<file path="src/rtl/bnl_pkg.sv">
// ----------------------------------------------------------------------------
// bnl_pkg: shared types and helpers for the binary neuron layer
// Item kinds, the token that travels down the neuron chain, the mask
// carried between cells and the xnor/popcount weight term.
// ----------------------------------------------------------------------------
package bnl_pkg;

   localparam int DEF_MAX_INPUT_BYTES = 32;
   localparam int DEF_NEURON_COUNT    = 8;

   // result queue, deep enough to cover the chain latency at full rate
   localparam int RSP_DEPTH = 16;
   localparam int RSP_PTR_W = $clog2(RSP_DEPTH);
   localparam int RSP_CNT_W = $clog2(RSP_DEPTH + 1);

   localparam int BYTE_COUNT_W = 6;
   localparam int ACTIVE_W     = 4;
   localparam int CSR_DATA_W   = 6;
   localparam int SUM_W        = 16;
   localparam int MASK_W       = 8;

   // item kinds
   localparam logic [1:0] OP_WEIGHT = 2'd0;
   localparam logic [1:0] OP_THRESH = 2'd1;
   localparam logic [1:0] OP_DATA   = 2'd2;
   localparam logic [1:0] OP_NONE   = 2'd3;

   // register indexes
   localparam logic CSR_BYTE_COUNT = 1'b0;
   localparam logic CSR_ACTIVE     = 1'b1;

   typedef struct packed {
      logic [1:0]        kind;
      logic [2:0]        nsel;
      logic [7:0]        plane_high;
      logic [7:0]        plane_middle;
      logic [7:0]        plane_low;
      logic signed [15:0] fire_level;
      logic [7:0]        data_byte;
      logic              last;
   } token_type;

   typedef struct packed {
      logic              valid;
      logic [MASK_W-1:0] bits;
   } mask_type;

   function automatic logic [3:0] bnl_popcount(input logic [7:0] v);
      logic [3:0] c;
      c = 4'd0;
      for (int k = 0; k < 8; k++) begin
         c = c + 4'(v[k]);
      end
      return c;
   endfunction

   // 4*(2*ph-8) + 2*(2*pm-8) + (2*pl-8) = 8*ph + 4*pm + 2*pl - 56
   function automatic logic signed [7:0] bnl_term(input logic [7:0] d,
                                                 input logic [7:0] wh,
                                                 input logic [7:0] wm,
                                                 input logic [7:0] wl);
      logic [3:0] ph;
      logic [3:0] pm;
      logic [3:0] pl;
      logic [7:0] pos_sum;
      ph = bnl_popcount(~(d ^ wh));
      pm = bnl_popcount(~(d ^ wm));
      pl = bnl_popcount(~(d ^ wl));
      pos_sum = {1'b0, ph, 3'b000} + {2'b00, pm, 2'b00} + {3'b000, pl, 1'b0};
      return $signed(pos_sum - 8'd56);
   endfunction

endpackage

</file>
<file path="src/rtl/bnl_cell.sv">
// ----------------------------------------------------------------------------
// bnl_cell: one neuron of the chain
// Holds the neuron's weight planes, threshold and running sum. Each cycle
// it acts on the token from its left neighbor, passes it on when HAS_NEXT
// is set, and adds its fired bit to the mask that travels down the chain.
// ----------------------------------------------------------------------------
module bnl_cell
   import bnl_pkg::*;
#(
   parameter int MAX_INPUT_BYTES = DEF_MAX_INPUT_BYTES,
   parameter int IDX             = 0,
   parameter bit HAS_NEXT        = 1'b1,
   localparam int ADDR_W = (MAX_INPUT_BYTES > 1) ? $clog2(MAX_INPUT_BYTES) : 1
) (
   input  logic                clock,
   input  logic                reset,
   input  logic [ACTIVE_W-1:0] active_neurons,
   input  token_type           tok_in,
   input  logic [ADDR_W-1:0]   addr_in,
   output token_type           tok_out,
   output logic [ADDR_W-1:0]   addr_out,
   input  mask_type            mask_in,
   output mask_type            mask_out
);

   logic [7:0] mem_h [MAX_INPUT_BYTES];
   logic [7:0] mem_m [MAX_INPUT_BYTES];
   logic [7:0] mem_l [MAX_INPUT_BYTES];

   logic signed [SUM_W-1:0] thr_ff;
   logic [7:0]              rd_h_ff;
   logic [7:0]              rd_m_ff;
   logic [7:0]              rd_l_ff;
   logic [7:0]              byte_a_ff;
   logic signed [SUM_W-1:0] thr_a_ff;
   logic                    data_a_ff;
   logic                    last_a_ff;
   logic                    act_a_ff;

   logic signed [SUM_W-1:0] sum_ff;
   logic signed [SUM_W-1:0] fin_ff;
   logic signed [SUM_W-1:0] thr_b_ff;
   logic                    last_b_ff;
   logic                    act_b_ff;

   mask_type                mask_ff;

   logic                    hit_token;
   logic                    cell_active;
   logic signed [7:0]       term;
   logic signed [SUM_W-1:0] acc;
   logic                    fired;

   assign hit_token   = (tok_in.nsel == 3'(IDX));
   assign cell_active = (ACTIVE_W'(IDX) < active_neurons);

   // stage a: weight memories, threshold and the read for a data byte
   always_ff @(posedge clock) begin
      if (tok_in.kind == OP_WEIGHT && hit_token) begin
         mem_h[addr_in] <= tok_in.plane_high;
         mem_m[addr_in] <= tok_in.plane_middle;
         mem_l[addr_in] <= tok_in.plane_low;
      end
      if (tok_in.kind == OP_THRESH && hit_token) begin
         thr_ff <= tok_in.fire_level;
      end
      rd_h_ff   <= mem_h[addr_in];
      rd_m_ff   <= mem_m[addr_in];
      rd_l_ff   <= mem_l[addr_in];
      byte_a_ff <= tok_in.data_byte;
      thr_a_ff  <= thr_ff;
   end

   always_ff @(posedge clock) begin
      if (reset) begin
         data_a_ff <= 1'b0;
         last_a_ff <= 1'b0;
         act_a_ff  <= 1'b0;
      end else begin
         data_a_ff <= (tok_in.kind == OP_DATA);
         last_a_ff <= (tok_in.kind == OP_DATA) && tok_in.last;
         act_a_ff  <= cell_active;
      end
   end

   // stage b: accumulate
   assign term = bnl_term(byte_a_ff, rd_h_ff, rd_m_ff, rd_l_ff);
   assign acc  = sum_ff + SUM_W'(term);

   always_ff @(posedge clock) begin
      if (reset) begin
         sum_ff    <= '0;
         last_b_ff <= 1'b0;
         act_b_ff  <= 1'b0;
      end else begin
         if (data_a_ff) begin
            if (last_a_ff) begin
               sum_ff <= '0;
            end else if (act_a_ff) begin
               sum_ff <= acc;
            end
         end
         last_b_ff <= last_a_ff;
         act_b_ff  <= act_a_ff;
      end
   end

   always_ff @(posedge clock) begin
      fin_ff   <= acc;
      thr_b_ff <= thr_a_ff;
   end

   // stage c: compare and merge into the mask from the left
   assign fired = act_b_ff && (fin_ff >= thr_b_ff);

   always_ff @(posedge clock) begin
      if (reset) begin
         mask_ff.valid <= 1'b0;
      end else begin
         mask_ff.valid <= last_b_ff;
      end
      mask_ff.bits <= mask_in.bits | (MASK_W'(fired) << IDX);
   end

   assign mask_out = mask_ff;

   generate
      if (HAS_NEXT) begin : g_fwd
         token_type           tok_ff;
         logic [ADDR_W-1:0]   addr_ff;
         always_ff @(posedge clock) begin
            if (reset) begin
               tok_ff.kind <= OP_NONE;
            end else begin
               tok_ff.kind <= tok_in.kind;
            end
            tok_ff.nsel         <= tok_in.nsel;
            tok_ff.plane_high   <= tok_in.plane_high;
            tok_ff.plane_middle <= tok_in.plane_middle;
            tok_ff.plane_low    <= tok_in.plane_low;
            tok_ff.fire_level   <= tok_in.fire_level;
            tok_ff.data_byte    <= tok_in.data_byte;
            tok_ff.last         <= tok_in.last;
            addr_ff             <= addr_in;
         end
         assign tok_out  = tok_ff;
         assign addr_out = addr_ff;
      end else begin : g_end
         assign tok_out  = '0;
         assign addr_out = '0;
      end
   endgenerate

endmodule

</file>
<file path="config.mk">
export PLATFORM = sky130hd
export DESIGN_NAME = bnl_cell
export DESIGN_NICKNAME = d
export VERILOG_FILES = /design/src/rtl/bnl_pkg.sv /design/src/rtl/bnl_cell.sv
export SDC_FILE = /design/constraint.sdc
export NUM_CORES = 1
export LEC_CHECK = 0
export BUFFER_PORTS_ARGS = -buffer_cell sky130_fd_sc_hd__buf_2
export CAP_MARGIN = 40
export CORE_MARGIN = 1.5
export CORE_UTILIZATION = 60
export CTS_BUF_LIST = sky130_fd_sc_hd__clkbuf_2 sky130_fd_sc_hd__clkbuf_4 sky130_fd_sc_hd__clkbuf_8
export DETAILED_ROUTE_END_ITERATION = 8
export PLACE_DENSITY = 0.78
export SLEW_MARGIN = 20
export SYNTH_ARGS = -nofsm -noshare
export SYNTH_HDL_FRONTEND = slang
export SYNTH_SLANG_ARGS = --single-unit
</file>
<file path="constraint.sdc">
create_clock -name clock -period 8.3 [get_ports clock]
set_clock_uncertainty 0.1 [all_clocks]
set_input_delay 1.66 -clock clock [delete_from_list [all_inputs] [get_ports clock]]
set_output_delay 1.66 -clock clock [all_outputs]
set_load 0.1 [all_outputs]
</file>
==> results.json <==
{
  "cts_resized": 0,
  "ctsHtreeMaxLevel": 4,
  "grt_max_degree": 107,
  "drv_cap": 0,
  "wirelength_mm": 79.1,
  "grt_pass1_vias": 18357,
  "min_path_type": "flip-flop to flip-flop",
  "p_per_area_nw_per_um2": 329,
  "die_h_um": 244,
  "rsz0062_at_grt": "no",
  "antenna_found_initial": 3,
  "grt_pass1_wl_mm": 115,
  "syn_nets": 1816,
  "gr-total-overflow": 0,
  "cp.required_ps": 8880,
  "path_class": "flip-flop to flip-flop",
  "numCtsBuffers": 147,
  "clock_latency_ps": 790,
  "max-slew-margin-rel_pct": 39.1,
  "p_total_w": 0.0132,
  "cp_max_fo": 8,
  "vias_per_cell": 6.26,
  "clock-sinks": 943,
  "rows": 88,
  "synthArstFlopShare_pct": 0,
  "postRouteAntennaNets": 0,
  "finalNetCount": 2085,
  "drv_slew": 0,
  "cts.path.max_buffers": 3,
  "endpoint_kind": "flip-flop",
  "seq_area_frac_synth_pct": 76.7,
  "tightest_slew_ps": 914,
  "ios": 142,
  "gp_congestion": 0.836,
  "core_region_area_um2": 57600,
  "wl_per_cell_um": 27.9,
  "die_w_um": 244,
  "dr_total_vias": 17721,
  "crit_top_cell": "fa_1",
  "path_cells": "xnor2_1 -> fa_1 -> inv_1 -> fa_1 -> fa_1 -> inv_1 -> ha_1 -> inv_1 -> fa_1 -> xnor2_1 -> fa_1 -> ha_1 -> ha_1 -> a21o_1 -> a21oi_1 -> xnor2_1 -> buf_4 -> ha_1 -> a21oi_1 -> o21ai_0 -> a221oi_1 -> nand2_1 -> xnor2_1 -> a22o_1",
  "post_cts_buffers": 0,
  "outcome": "completed",
  "fmax_ghz": 0.153,
  "synthFlopType": "edfxtp_1",
  "setup_violations": 0,
  "startpoint_type": "flip-flop",
  "dr.pass1.iters": 6,
  "cpMaxStageDelayCell": "fa_1",
  "period_needed_ps": 6560,
  "drt_iter0_markers": 2184,
  "period_share_pct": 79.0,
  "drive_gt1_share_pct": 32.4,
  "drc": 0,
  "hpwl_mm": 47.1,
  "placement.io_buffers": 140,
  "syn_area_per_cell_um2": 20.8,
  "ir_drop_v": 0.000898,
  "initial_core_util_pct": 60.5,
  "crit_arrival_ps": 7140,
  "synth_enable_flop_cells": 784,
  "die_area_um2": 59600,
  "ys_ff_latch": 943,
  "p_leak_nw": 13.6,
  "ys_types": 50,
  "root_buffer": "clkbuf_8",
  "area_growth_syn_to_layout_pct": 15.4,
  "hold_buffers": 0,
  "final.setup.tns_ps": 0,
  "hold_viol": 0,
  "cts_tree": "built",
  "slowest_delay_ps": 540,
  "crit_family": "adder cells",
  "synth_warnings": 0,
  "netlist_area_um2": 34900,
  "syn_inst": 1678,
  "track_usage_pct": 27.1,
  "path_clk_slew_ps": 60,
  "crit_buf_inv": 4
}
layout by cell type, fill, tap and decap left out, types with 15 or more instances in the layout:
cell type / synthesis / final
inv_1: 48 / 48
ha_1: 48 / 48
fa_1: 16 / 16
clkbuf_4: 0 / 54
a22oi_1: 102 / 102
dfxtp_1: 159 / 159
xor2_1: 19 / 19
buf_16: 0 / 16
edfxtp_1: 784 / 784
mux4_2: 192 / 192
nand2_1: 19 / 19
buf_4: 8 / 18
a21oi_1: 30 / 30
xnor2_1: 24 / 24
clkinv_1: 0 / 30
clkbuf_8: 0 / 159
buf_2: 19 / 138
buf_12: 0 / 15
nor2_1: 50 / 24
nor2_4: 0 / 32
nand4_1: 27 / 27
cells in the mapped netlist, drive strengths merged (24+ instances only):
cell      n  area share (%)
mux4    192              12
dfxtp   159             9.1
inv      48            0.52
nor2     58            0.68
xnor2    24            0.60
a22oi   102             2.2
buf      42            0.78
a21oi    31            0.46
nand4    27            0.48
ha       48             1.7
clkbuf   30            0.32
edfxtp  784              68
per-layer routing:
| metal | GRT usage (%) | share of wire [%] | wire (um) |
|---|---|---|---|
| met1 | 37.7 | 38 | 29700 |
| met2 | 41.7 | 48 | 37800 |
| met3 | 6.37 | 11 | 8950 |
| met4 | 11.8 | 3.4 | 2690 |
| met5 | 0 | 0 | 0 |
worst register-to-register path, delay by kind of cell, from the launching register on:
family                   cells  cell delay [ps]
AO/OA/AOI/OAI                6             1160
XOR/XNOR                     4              760
flip-flops                   1              480
buffers and inverters        4              440
AND/OR/NAND/NOR              1              110
adder cells (fa/ha/maj)      9             3400
flip-flops by register name (all words and copies together), names as in the netlist:
name and flops:
tok_out 54, fin_ff 15, thr_b_ff 16, mask_out 9
mem_h 256, thr_ff 16, sum_ff 15, addr_out 5
act_a_ff 1, mem_l 256, data_a_ff 1, rd_h_ff 8
last_a_ff 1, act_b_ff 1, mem_m 256, rd_m_ff 8
rd_l_ff 8, thr_a_ff 16, last_b_ff 1
final cells by class:
class                           instances  area (um2)
Sequential cell                       943       26700
Tap cell                              765         957
Fill cell                            3343       17400
Clock buffer                          212        2580
Timing Repair Buffer                  192        1630
Antenna cell                            1        2.50
Multi-Input combinational cell        615        7810
Inverter                               48         180
Clock inverter                         57         342
worst paths after layout:
check                           depth (start not counted)           startpoint                       to  slack [ps]
worst min register to register                          0  thr_a_ff[0]$_DFF_P_      thr_b_ff[0]$_DFF_P_         220
worst max register to register                         24   tok_out[4]$_DFF_P_  sum_ff[15]$_SDFFE_PP0P_        1740
worst min-delay path                                    0  thr_a_ff[0]$_DFF_P_      thr_b_ff[0]$_DFF_P_         220
worst max-delay path                                   24   tok_out[4]$_DFF_P_  sum_ff[15]$_SDFFE_PP0P_        1740
report_power, final:
group,switching [W],internal [W],total [W]
sequential,0.0000582,0.00529,0.00535
combinational,0.00247,0.00159,0.00406
clock,0.00176,0.00207,0.00383
stage by stage:
| step | utilization (%) | hold slack [ps] | instances | cell area, um2 | worst slack [ps] |
|---|---|---|---|---|---|
| floorplan | - | 210 | 1678 | 34900 | 1430 |
| global placement | 63.4 | 213 | 2528 | 36500 | 1570 |
| detailed placement | 64.7 | 213 | 2561 | 37300 | 1750 |
| CTS | 69.8 | 210 | 2830 | 40200 | 1750 |
| global route | 69.9 | 223 | 2833 | 40200 | 1350 |
| finish | 69.9 | 220 | 2833 | 40200 | 1740 |
kinds of logic after synthesis:
logic type / Yosys count / synth area share [%]
buffers and inverters: 120 / 1.62
adder cells (fa/ha/maj): 64 / 2.64
AND/OR/NAND/NOR: 149 / 2.21
multiplexers: 192 / 12.4
XOR/XNOR: 43 / 1.08
AO/OA/AOI/OAI: 167 / 3.38
flip-flops: 943 / 76.7
(Power assumes the default switching activity.)
