### src/rtl/bnl_pkg.sv
// ----------------------------------------------------------------------------
// bnl_pkg: shared types and helpers for the binary neuron layer
// Item kinds, the token that travels down the neuron chain, the mask
// carried between cells and the xnor/popcount weight term.
// ----------------------------------------------------------------------------
package bnl_pkg;

   localparam int DEF_MAX_INPUT_BYTES = 32;
   localparam int DEF_NEURON_COUNT    = 8;

   // result queue, deep enough to cover the chain latency at full rate
   localparam int RSP_DEPTH = 16;
   localparam int RSP_PTR_W = $clog2(RSP_DEPTH);
   localparam int RSP_CNT_W = $clog2(RSP_DEPTH + 1);

   localparam int BYTE_COUNT_W = 6;
   localparam int ACTIVE_W     = 4;
   localparam int CSR_DATA_W   = 6;
   localparam int SUM_W        = 16;
   localparam int MASK_W       = 8;

   // item kinds
   localparam logic [1:0] OP_WEIGHT = 2'd0;
   localparam logic [1:0] OP_THRESH = 2'd1;
   localparam logic [1:0] OP_DATA   = 2'd2;
   localparam logic [1:0] OP_NONE   = 2'd3;

   // register indexes
   localparam logic CSR_BYTE_COUNT = 1'b0;
   localparam logic CSR_ACTIVE     = 1'b1;

   typedef struct packed {
      logic [1:0]        kind;
      logic [2:0]        nsel;
      logic [7:0]        plane_high;
      logic [7:0]        plane_middle;
      logic [7:0]        plane_low;
      logic signed [15:0] fire_level;
      logic [7:0]        data_byte;
      logic              last;
   } token_type;

   typedef struct packed {
      logic              valid;
      logic [MASK_W-1:0] bits;
   } mask_type;

   function automatic logic [3:0] bnl_popcount(input logic [7:0] v);
      logic [3:0] c;
      c = 4'd0;
      for (int k = 0; k < 8; k++) begin
         c = c + 4'(v[k]);
      end
      return c;
   endfunction

   // 4*(2*ph-8) + 2*(2*pm-8) + (2*pl-8) = 8*ph + 4*pm + 2*pl - 56
   function automatic logic signed [7:0] bnl_term(input logic [7:0] d,
                                                 input logic [7:0] wh,
                                                 input logic [7:0] wm,
                                                 input logic [7:0] wl);
      logic [3:0] ph;
      logic [3:0] pm;
      logic [3:0] pl;
      logic [7:0] pos_sum;
      ph = bnl_popcount(~(d ^ wh));
      pm = bnl_popcount(~(d ^ wm));
      pl = bnl_popcount(~(d ^ wl));
      pos_sum = {1'b0, ph, 3'b000} + {2'b00, pm, 2'b00} + {3'b000, pl, 1'b0};
      return $signed(pos_sum - 8'd56);
   endfunction

endpackage

### src/rtl/bnl_rsp_queue.sv
// ----------------------------------------------------------------------------
// bnl_rsp_queue: result queue
// Small register queue between the end of the neuron chain and the
// result channel; the chain never stalls, the queue absorbs the results.
// ----------------------------------------------------------------------------
module bnl_rsp_queue
   import bnl_pkg::*;
(
   input  logic              clock,
   input  logic              reset,
   input  logic              push,
   input  logic [MASK_W-1:0] push_data,
   input  logic              pop,
   output logic              out_valid,
   output logic [MASK_W-1:0] out_data
);

   logic [MASK_W-1:0]    entry_ff [RSP_DEPTH];
   logic [RSP_PTR_W-1:0] wr_ptr_ff;
   logic [RSP_PTR_W-1:0] rd_ptr_ff;
   logic [RSP_CNT_W-1:0] count_ff;
   logic [RSP_CNT_W-1:0] count_in;

   assign out_valid = (count_ff != '0);
   assign out_data  = entry_ff[rd_ptr_ff];

   always_comb begin
      count_in = count_ff;
      if (push && !pop) begin
         count_in = count_ff + 1'b1;
      end else if (pop && !push) begin
         count_in = count_ff - 1'b1;
      end
   end

   always_ff @(posedge clock) begin
      if (push) begin
         entry_ff[wr_ptr_ff] <= push_data;
      end
   end

   always_ff @(posedge clock) begin
      if (reset) begin
         wr_ptr_ff <= '0;
         rd_ptr_ff <= '0;
         count_ff  <= '0;
      end else begin
         if (push) begin
            wr_ptr_ff <= wr_ptr_ff + 1'b1;
         end
         if (pop) begin
            rd_ptr_ff <= rd_ptr_ff + 1'b1;
         end
         count_ff <= count_in;
      end
   end

endmodule

### config.mk
export PLATFORM = sky130hd
export DESIGN_NAME = bnl_rsp_queue
export DESIGN_NICKNAME = d
export VERILOG_FILES = /design/src/rtl/bnl_pkg.sv /design/src/rtl/bnl_rsp_queue.sv
export SDC_FILE = /design/constraint.sdc
export NUM_CORES = 1
export LEC_CHECK = 0
export BUFFER_PORTS_ARGS = -buffer_cell sky130_fd_sc_hd__buf_2
export CAP_MARGIN = 20
export CORE_MARGIN = 3
export CORE_UTILIZATION = 65
export CTS_BUF_LIST = sky130_fd_sc_hd__clkbuf_4
export DETAILED_ROUTE_END_ITERATION = 10
export GPL_TIMING_DRIVEN = 0
export HOLD_SLACK_MARGIN = 0.08
export PLACE_DENSITY = 0.9
export SLEW_MARGIN = 20
export SYNTH_ARGS = -nofsm -noshare
export SYNTH_HDL_FRONTEND = slang
export SYNTH_SLANG_ARGS = --single-unit
### constraint.sdc
create_clock -name clock -period 4.95 [get_ports clock]
set_clock_uncertainty 0.15 [all_clocks]
set_input_delay 0.495 -clock clock [delete_from_list [all_inputs] [get_ports clock]]
set_output_delay 0.495 -clock clock [all_outputs]
set_load 0.02 [all_outputs]
==> summary.txt, run 1 <==
Status = completed
Clk root buf = clkbuf_4
Largest net degree at the start of global routing = 17
Initial antenna violation count = 0
Area contributors post-synth = edfxtp_1 (67%), mux4_2 (9.4%), dfxtp_1 (5.9%), mux4_1 (3.6%), a22oi_1 (2.1%)
Critical Path Fanout Max = 10
Data arrival, critical path = 2390 ps
Hold WC Path Type = in -> reg
Max-cap check violation count = 0
GRT Residual Overflow = 0
Routed WL = 11,690 um
Min Clock Period, post-route = 3040 ps
Yosys top cell area share = 66.67%
Metal3 WL = 986 um
TritonCTS buffer count = 17
DRT Pass-1 Iters = 5
Hold-fix buffers at CTS = 0
Row Count = 33
Die width = 100.2 um
Cts repair resizes = 0
Cells after Synth = 301
Placed Cells incl. Taps = 425
CP peak stage delay = 630 ps
I/O pin total = 21
Mean area per synthesized cell = 19.15 um2
Fin. Hold Viols = 0
Startpoint types = register
Post-CTS Setup Inserts = 0
Remaining antenna violation count = 0
Max Root-Sink Buffers = 2
Initial Util = 68.45%
WS Path Type = reg -> out
Ant. Diodes = 0
Setup Viol. Count Final = 0
Vias = 2,987
Power Dens Cells = 393.7 mW/mm2
Post-layout util = 75.25%
Max Clock Freq = 329.0 MHz
Slew @ Worst Pin = 596.6 ps
Synth Register Bits = 145
DRT met1 WL = 4386 um
DRC violations left = 0
Vias per inst = 6.550
Buffers added on ports = 19
TritonCTS clock tree = built
Total core area = 0.008423 mm2
CP max stage cell = mux4_1
CTS clk-pin slew, worst paths = 110 ps
Top cell by count, worst path = buf_6
Unique masters post-synth = 35
Met2 WL post-DR = 5968 um
Vias in the first global route = 3,028
Worst-path cell chain = buf_6, buf_6, mux4_1, a22oi_1, nand2_1, buf_2
Fin cells = 456
Area Overhead vs Synth = 9.939%
Routed length per instance = 25.63 um
Layout cell share with drive strength beyond 1 = 24.22%
Crit path required time = 4300 ps
Register area share after synthesis = 72.57%
CP endpoint kind = output pin
Ys Warns = 0
DRT iter0 DRCs = 397
Nets = 361
Die ar. = 0.01004 mm2
RSZ-0062 raised after global routing = no
Fin crit share = 61.41%
Net count after synthesis = 323
Setup TNS = 0 ps
Max Used Layer = met4
Slew Limit Fails = 0
Die Ht = 100.2 um
IR drop worst, VDD = 170.4 uV
Dpl hpwl = 7007 um
Leak = 0.002153 uW
Clock Sink Count = 145
Cell area after synthesis = 0.005766 mm2
Max-slew headroom = 60.08%
Worst skew pair latency = 510 ps
Final weighted congestion in routability-driven placement = 0.7879
# H-tree levels = 4
Wire length of the first global-routing pass = 17,940 um
Gr usage total = 25.52%
Leading area contributor after synthesis = edfxtp_1
[area by class of cell]
cell class              instances  area (um2)
clock inverters                13       211.5
fillers                       450        2085
multi-input cells             138        1465
plain buffers                  14       101.3
flip-flops and latches        145        4184
well taps                     105       131.4
repair buffers                 19       95.09
inverters                       4       15.01
clock buffers                  18       135.1
[power breakdown]
group	total, uW	switching (uW)	internal [uW]
logic	249	142	107
clock network	872	415	456
registers	1370	18.3	1360
total	2500	576	1920
[sequential cells by signal (all words and copies together) (netlist names), named ones only]
register,count
count_ff,5
entry_ff,128
rd_ptr_ff,4
wr_ptr_ff,4
[routing by layer]
metal / vias to the layer above / GRT usage [%]
li1: 1280 / -
met1: 1468 / 33.25
met2: 205 / 42.15
met3: 34 / 7.366
met4: 0 / 8.083
met5: - / 0
[worst max-delay path: cells and delay by family, from the launching register on]
family,cells,cell delay [ps]
AO/OA/AOI/OAI,1,310
buffers and inverters,3,490
flip-flops,1,360
multiplexers,1,630
AND/OR/NAND/NOR,1,110
[cell usage in the layout, fill, tap and decap left out, types with 2 or more instances in the layout]
master	n
edfxtp_1	128
mux4_2	24
buf_2	22
nor2_1	19
clkbuf_4	18
and2_1	17
dfxtp_1	17
a22oi_1	16
nand2_1	13
ha_1	9
mux4_1	8
xor2_1	5
bufinv_16	5
inv_1	4
clkbuf_1	4
clkinvlp_4	4
buf_6	3
clkdlybuf4s25_2	3
mux2i_1	3
xnor2_1	3
a21oi_1	3
nor2b_1	2
nand4_1	2
clkinv_4	2
[final timing paths]
kind / from / end / slack [ps] / cells after the start
worst min register to register: count_ff[2] / count_ff[2] / 400 / 2
worst max register to register: wr_ptr_ff[2] / entry_ff[0][2] / 3110 / 2
worst min-delay path: reset / wr_ptr_ff[3] / 170 / 2
worst max-delay path: register / out_data[4] / 1910 / 6
[per-stage QoR]
stage / total power [uW] / hold WS (ps) / worst slack, ps / cell area (um2)
global route: 2579 / 152.6 / 1807 / 6339
global placement: 1636 / 364.0 / 2577 / 5992
CTS: 2504 / 146.5 / 1871 / 6339
finish: 2495 / 173.1 / 1910 / 6339
detailed placement: 1649 / 383.4 / 2478 / 5992
floorplan: 1567 / 334.7 / 2857 / 5766
[Yosys cell counts, drive strengths merged]
library cell and instances:
nor2b 2, ha 9, or3 1, dfxtp 17
a21oi 3, nand2 13, inv 4, and3b 1
nor3 1, fa 1, nor2 19, mux4 32
mux2i 3, a211oi 1, nand4 2, nor4bb 1
a22oi 16, a31oi 1, edfxtp 128, nor3b 1
buf 7, clkdlybuf4s25 3, nor4 1, a21o 1
and2b 1, xor2 5, xnor2 3, mux2 1
nand3 1, clkbuf 4, and2 17, and3 1
[cell families after synthesis]
kind of cell    count (synthesis)  share of synthesized area (%)
simple gates                   62                          5.447
flops                         145                          72.57
compound gates                 22                          2.713
mux                            36                          13.74
buf+inv                        18                          2.018
xor+xnor                        8                          1.215
fa+ha+maj                      10                          2.300
No activity file was read; power rests on OpenSTA's default activity.
==> inputs of run 2 (changes only) <==
--- a/config.mk
+++ b/config.mk
@@ -8,12 +8,12 @@
 export BUFFER_PORTS_ARGS = -buffer_cell sky130_fd_sc_hd__buf_2
 export CAP_MARGIN = 20
 export CORE_MARGIN = 3
-export CORE_UTILIZATION = 65
+export CORE_UTILIZATION = 64
 export CTS_BUF_LIST = sky130_fd_sc_hd__clkbuf_4
 export DETAILED_ROUTE_END_ITERATION = 10
 export GPL_TIMING_DRIVEN = 0
 export HOLD_SLACK_MARGIN = 0.08
-export PLACE_DENSITY = 0.9
+export PLACE_DENSITY = 0.89
 export SLEW_MARGIN = 20
 export SYNTH_ARGS = -nofsm -noshare
 export SYNTH_HDL_FRONTEND = slang
==> constraint.sdc (replaced) <==
create_clock -name clock -period 2.8 [get_ports clock]
set_clock_uncertainty 0.15 [all_clocks]
set_input_delay 0.28 -clock clock [delete_from_list [all_inputs] [get_ports clock]]
set_output_delay 0.28 -clock clock [all_outputs]
set_load 0.02 [all_outputs]
==> run 2 against run 1 <==
  * Total power is 78% higher
  * Cell area is 1.8% higher
  * Sequential share of layout area is 1.1 points lower
==> summary.txt, run 2 (same netlist as run 1, synthesis figures left out) <==
Max Clock Freq = 370.6 MHz
Min-delay src = push
Setup TNS = 0 ps
Top reg by flops = entry_ff
Area Overhead vs Synth = 11.87%
Fin. Hold Viols = 0
Met3 GRT Util = 6.159%
I/O pin total = 21
Buffers added on ports = 19
Die width = 100.9 um
Max Root-Sink Buffers = 2
Hold WC Path Type = in -> reg
Clock Sink Count = 145
Total core area = 0.008464 mm2
Startpoint types = register
Row Count = 33
CP endpoint kind = output pin
Worst skew pair latency = 540 ps
Max FFs per register = 128
Post-layout util = 76.20%
Die ar. = 0.01018 mm2
Critical Path Fanout Max = 10
DRT iter0 DRCs = 173
# H-tree levels = 4
Largest net degree at the start of global routing = 17
Final weighted congestion in routability-driven placement = 0.7733
Wire length of the first global-routing pass = 16,880 um
GRT busiest layer = met2
Slew @ Worst Pin = 693.1 ps
Gr usage total = 23.60%
Min Clock Period, post-route = 2698 ps
Seq pwr share = 54.7%
Status = completed
Vias per inst = 6.171
RSZ-0062 raised after global routing = no
Routed length per instance = 23.10 um
Clk root buf = clkbuf_4
DRT Pass-1 Iters = 4
RR Startpoint = count_ff[0]
Power Dens Cells = 688.0 mW/mm2
Combinational share of power = 10.0%
Slew Limit Fails = 0
Nets = 371
Leak = 0.002218 uW
Vias in the first global route = 3,076
Met2 Use GR = 38.18%
Max-slew headroom = 53.62%
DRC violations left = 0
Dpl hpwl = 6810 um
Remaining antenna violation count = 0
Die Ht = 100.9 um
Pint = 3422 uW
Commonest non-fill, non-tap cells in the layout = edfxtp_1 (128), mux4_2 (25), buf_2 (22)
Sw frac = 22.89%
Largest registers = entry_ff: 128 flops, count_ff: 5 flops
CTS clk-pin slew, worst paths = 120 ps
Routed WL = 10,790 um
WS Path Type = reg -> out
Layout fillers = 459
TritonCTS buffer count = 17
Max-cap check violation count = 0
Ant. Diodes = 0
Post-CTS Setup Inserts = 0
Crit path required time = 2370 ps
Fin crit share = 96.37%
Initial antenna violation count = 0
Layout cell share with drive strength beyond 1 = 24.31%
P_sw = 1016 uW
Clock Power Share = 35.2%
Vias = 2,882
Setup Viol. Count Final = 0
Most common cell after layout, fill and taps aside = edfxtp_1
M1 GR Usage = 31.03%
IR drop worst, VDD = 590.6 uV
Data arrival, critical path = 2270 ps
TritonCTS clock tree = built
Initial Util = 68.12%
GRT Residual Overflow = 0
run 2: changes by cell type in the layout (fill, tap and decap cells not counted):
cell and change:
dlygate4sd3_1 +10, clkinvlp_4 -4, inv_4 +4, buf_8 +2
clkinv_4 -2, a22oi_1 -1, a22oi_2 +1, buf_4 -1
buf_6 -1, clkbuf_4 +1, clkinv_2 +1, inv_6 +1
mux4_1 -1, mux4_2 +1
run 2: final timing paths:
path / end / slack, ps / depth (start not counted)
max: out_data[1] / 100 / 6
min: wr_ptr_ff[1] / 150 / 4
max reg2reg: count_ff[4] / 950 / 5
min reg2reg: count_ff[2] / 400 / 2
run 2: worst max-delay path, cell delays in order (launching register included):
cell and delay, ps:
dfxtp_1 350, buf_6 140, buf_8 170, mux4_1 560
a22oi_1 250, nand2_1 90, buf_2 170
run 2: metal layers:
metal	routed length [um]	vias to the layer above
li1	-	1302
met1	4498	1464
met2	5501	94
met3	569	22
met4	217	0
met5	0	-
run 2: through the flow:
stage / setup slack [ps] / cells / hold slack, ps / instance area [um2] / power, uW
floorplan: 921.8 / 301 / 228.9 / 5766 / 2770
global placement: 634.1 / 425 / 354.9 / 5992 / 2882
detailed placement: 580.2 / 425 / 361.6 / 5992 / 2907
CTS: 16.39 / 467 / 123.1 / 6437 / 4444
global route: 9.719 / 467 / 163.9 / 6450 / 4577
finish: 101.7 / 467 / 145.3 / 6450 / 4438
run 2: area by class of cell:
| type | instances | area, um2 | area share (%) |
|---|---|---|---|
| flip-flops and latches | 145 | 4184 | 64.87 |
| multi-input cells | 138 | 1466 | 22.74 |
| clock inverters | 13 | 202.7 | 3.143 |
| repair buffers | 29 | 195.2 | 3.026 |
| clock buffers | 19 | 142.6 | 2.211 |
| well taps | 105 | 131.4 | 2.037 |
| plain buffers | 14 | 112.6 | 1.746 |
| inverters | 4 | 15.01 | 0.2328 |
run 2: power groups by stage:
stage	Clock (uW)	Sequential, uW	Combinational (uW)
finish	1560	2430	445
detailed placement	0	2480	430
global placement	0	2470	409
CTS	1570	2430	444
floorplan	0	2470	302
global route	1660	2430	486
run 2: repair_timing:
| item | in CTS | in global routing |
|---|---|---|
| gates resized for setup | 0 | 5 |
| hold endpoints to repair | 139 | 0 |
| endpoints found under the setup margin | 0 | 6 |
| hold buffers | 10 | 0 |
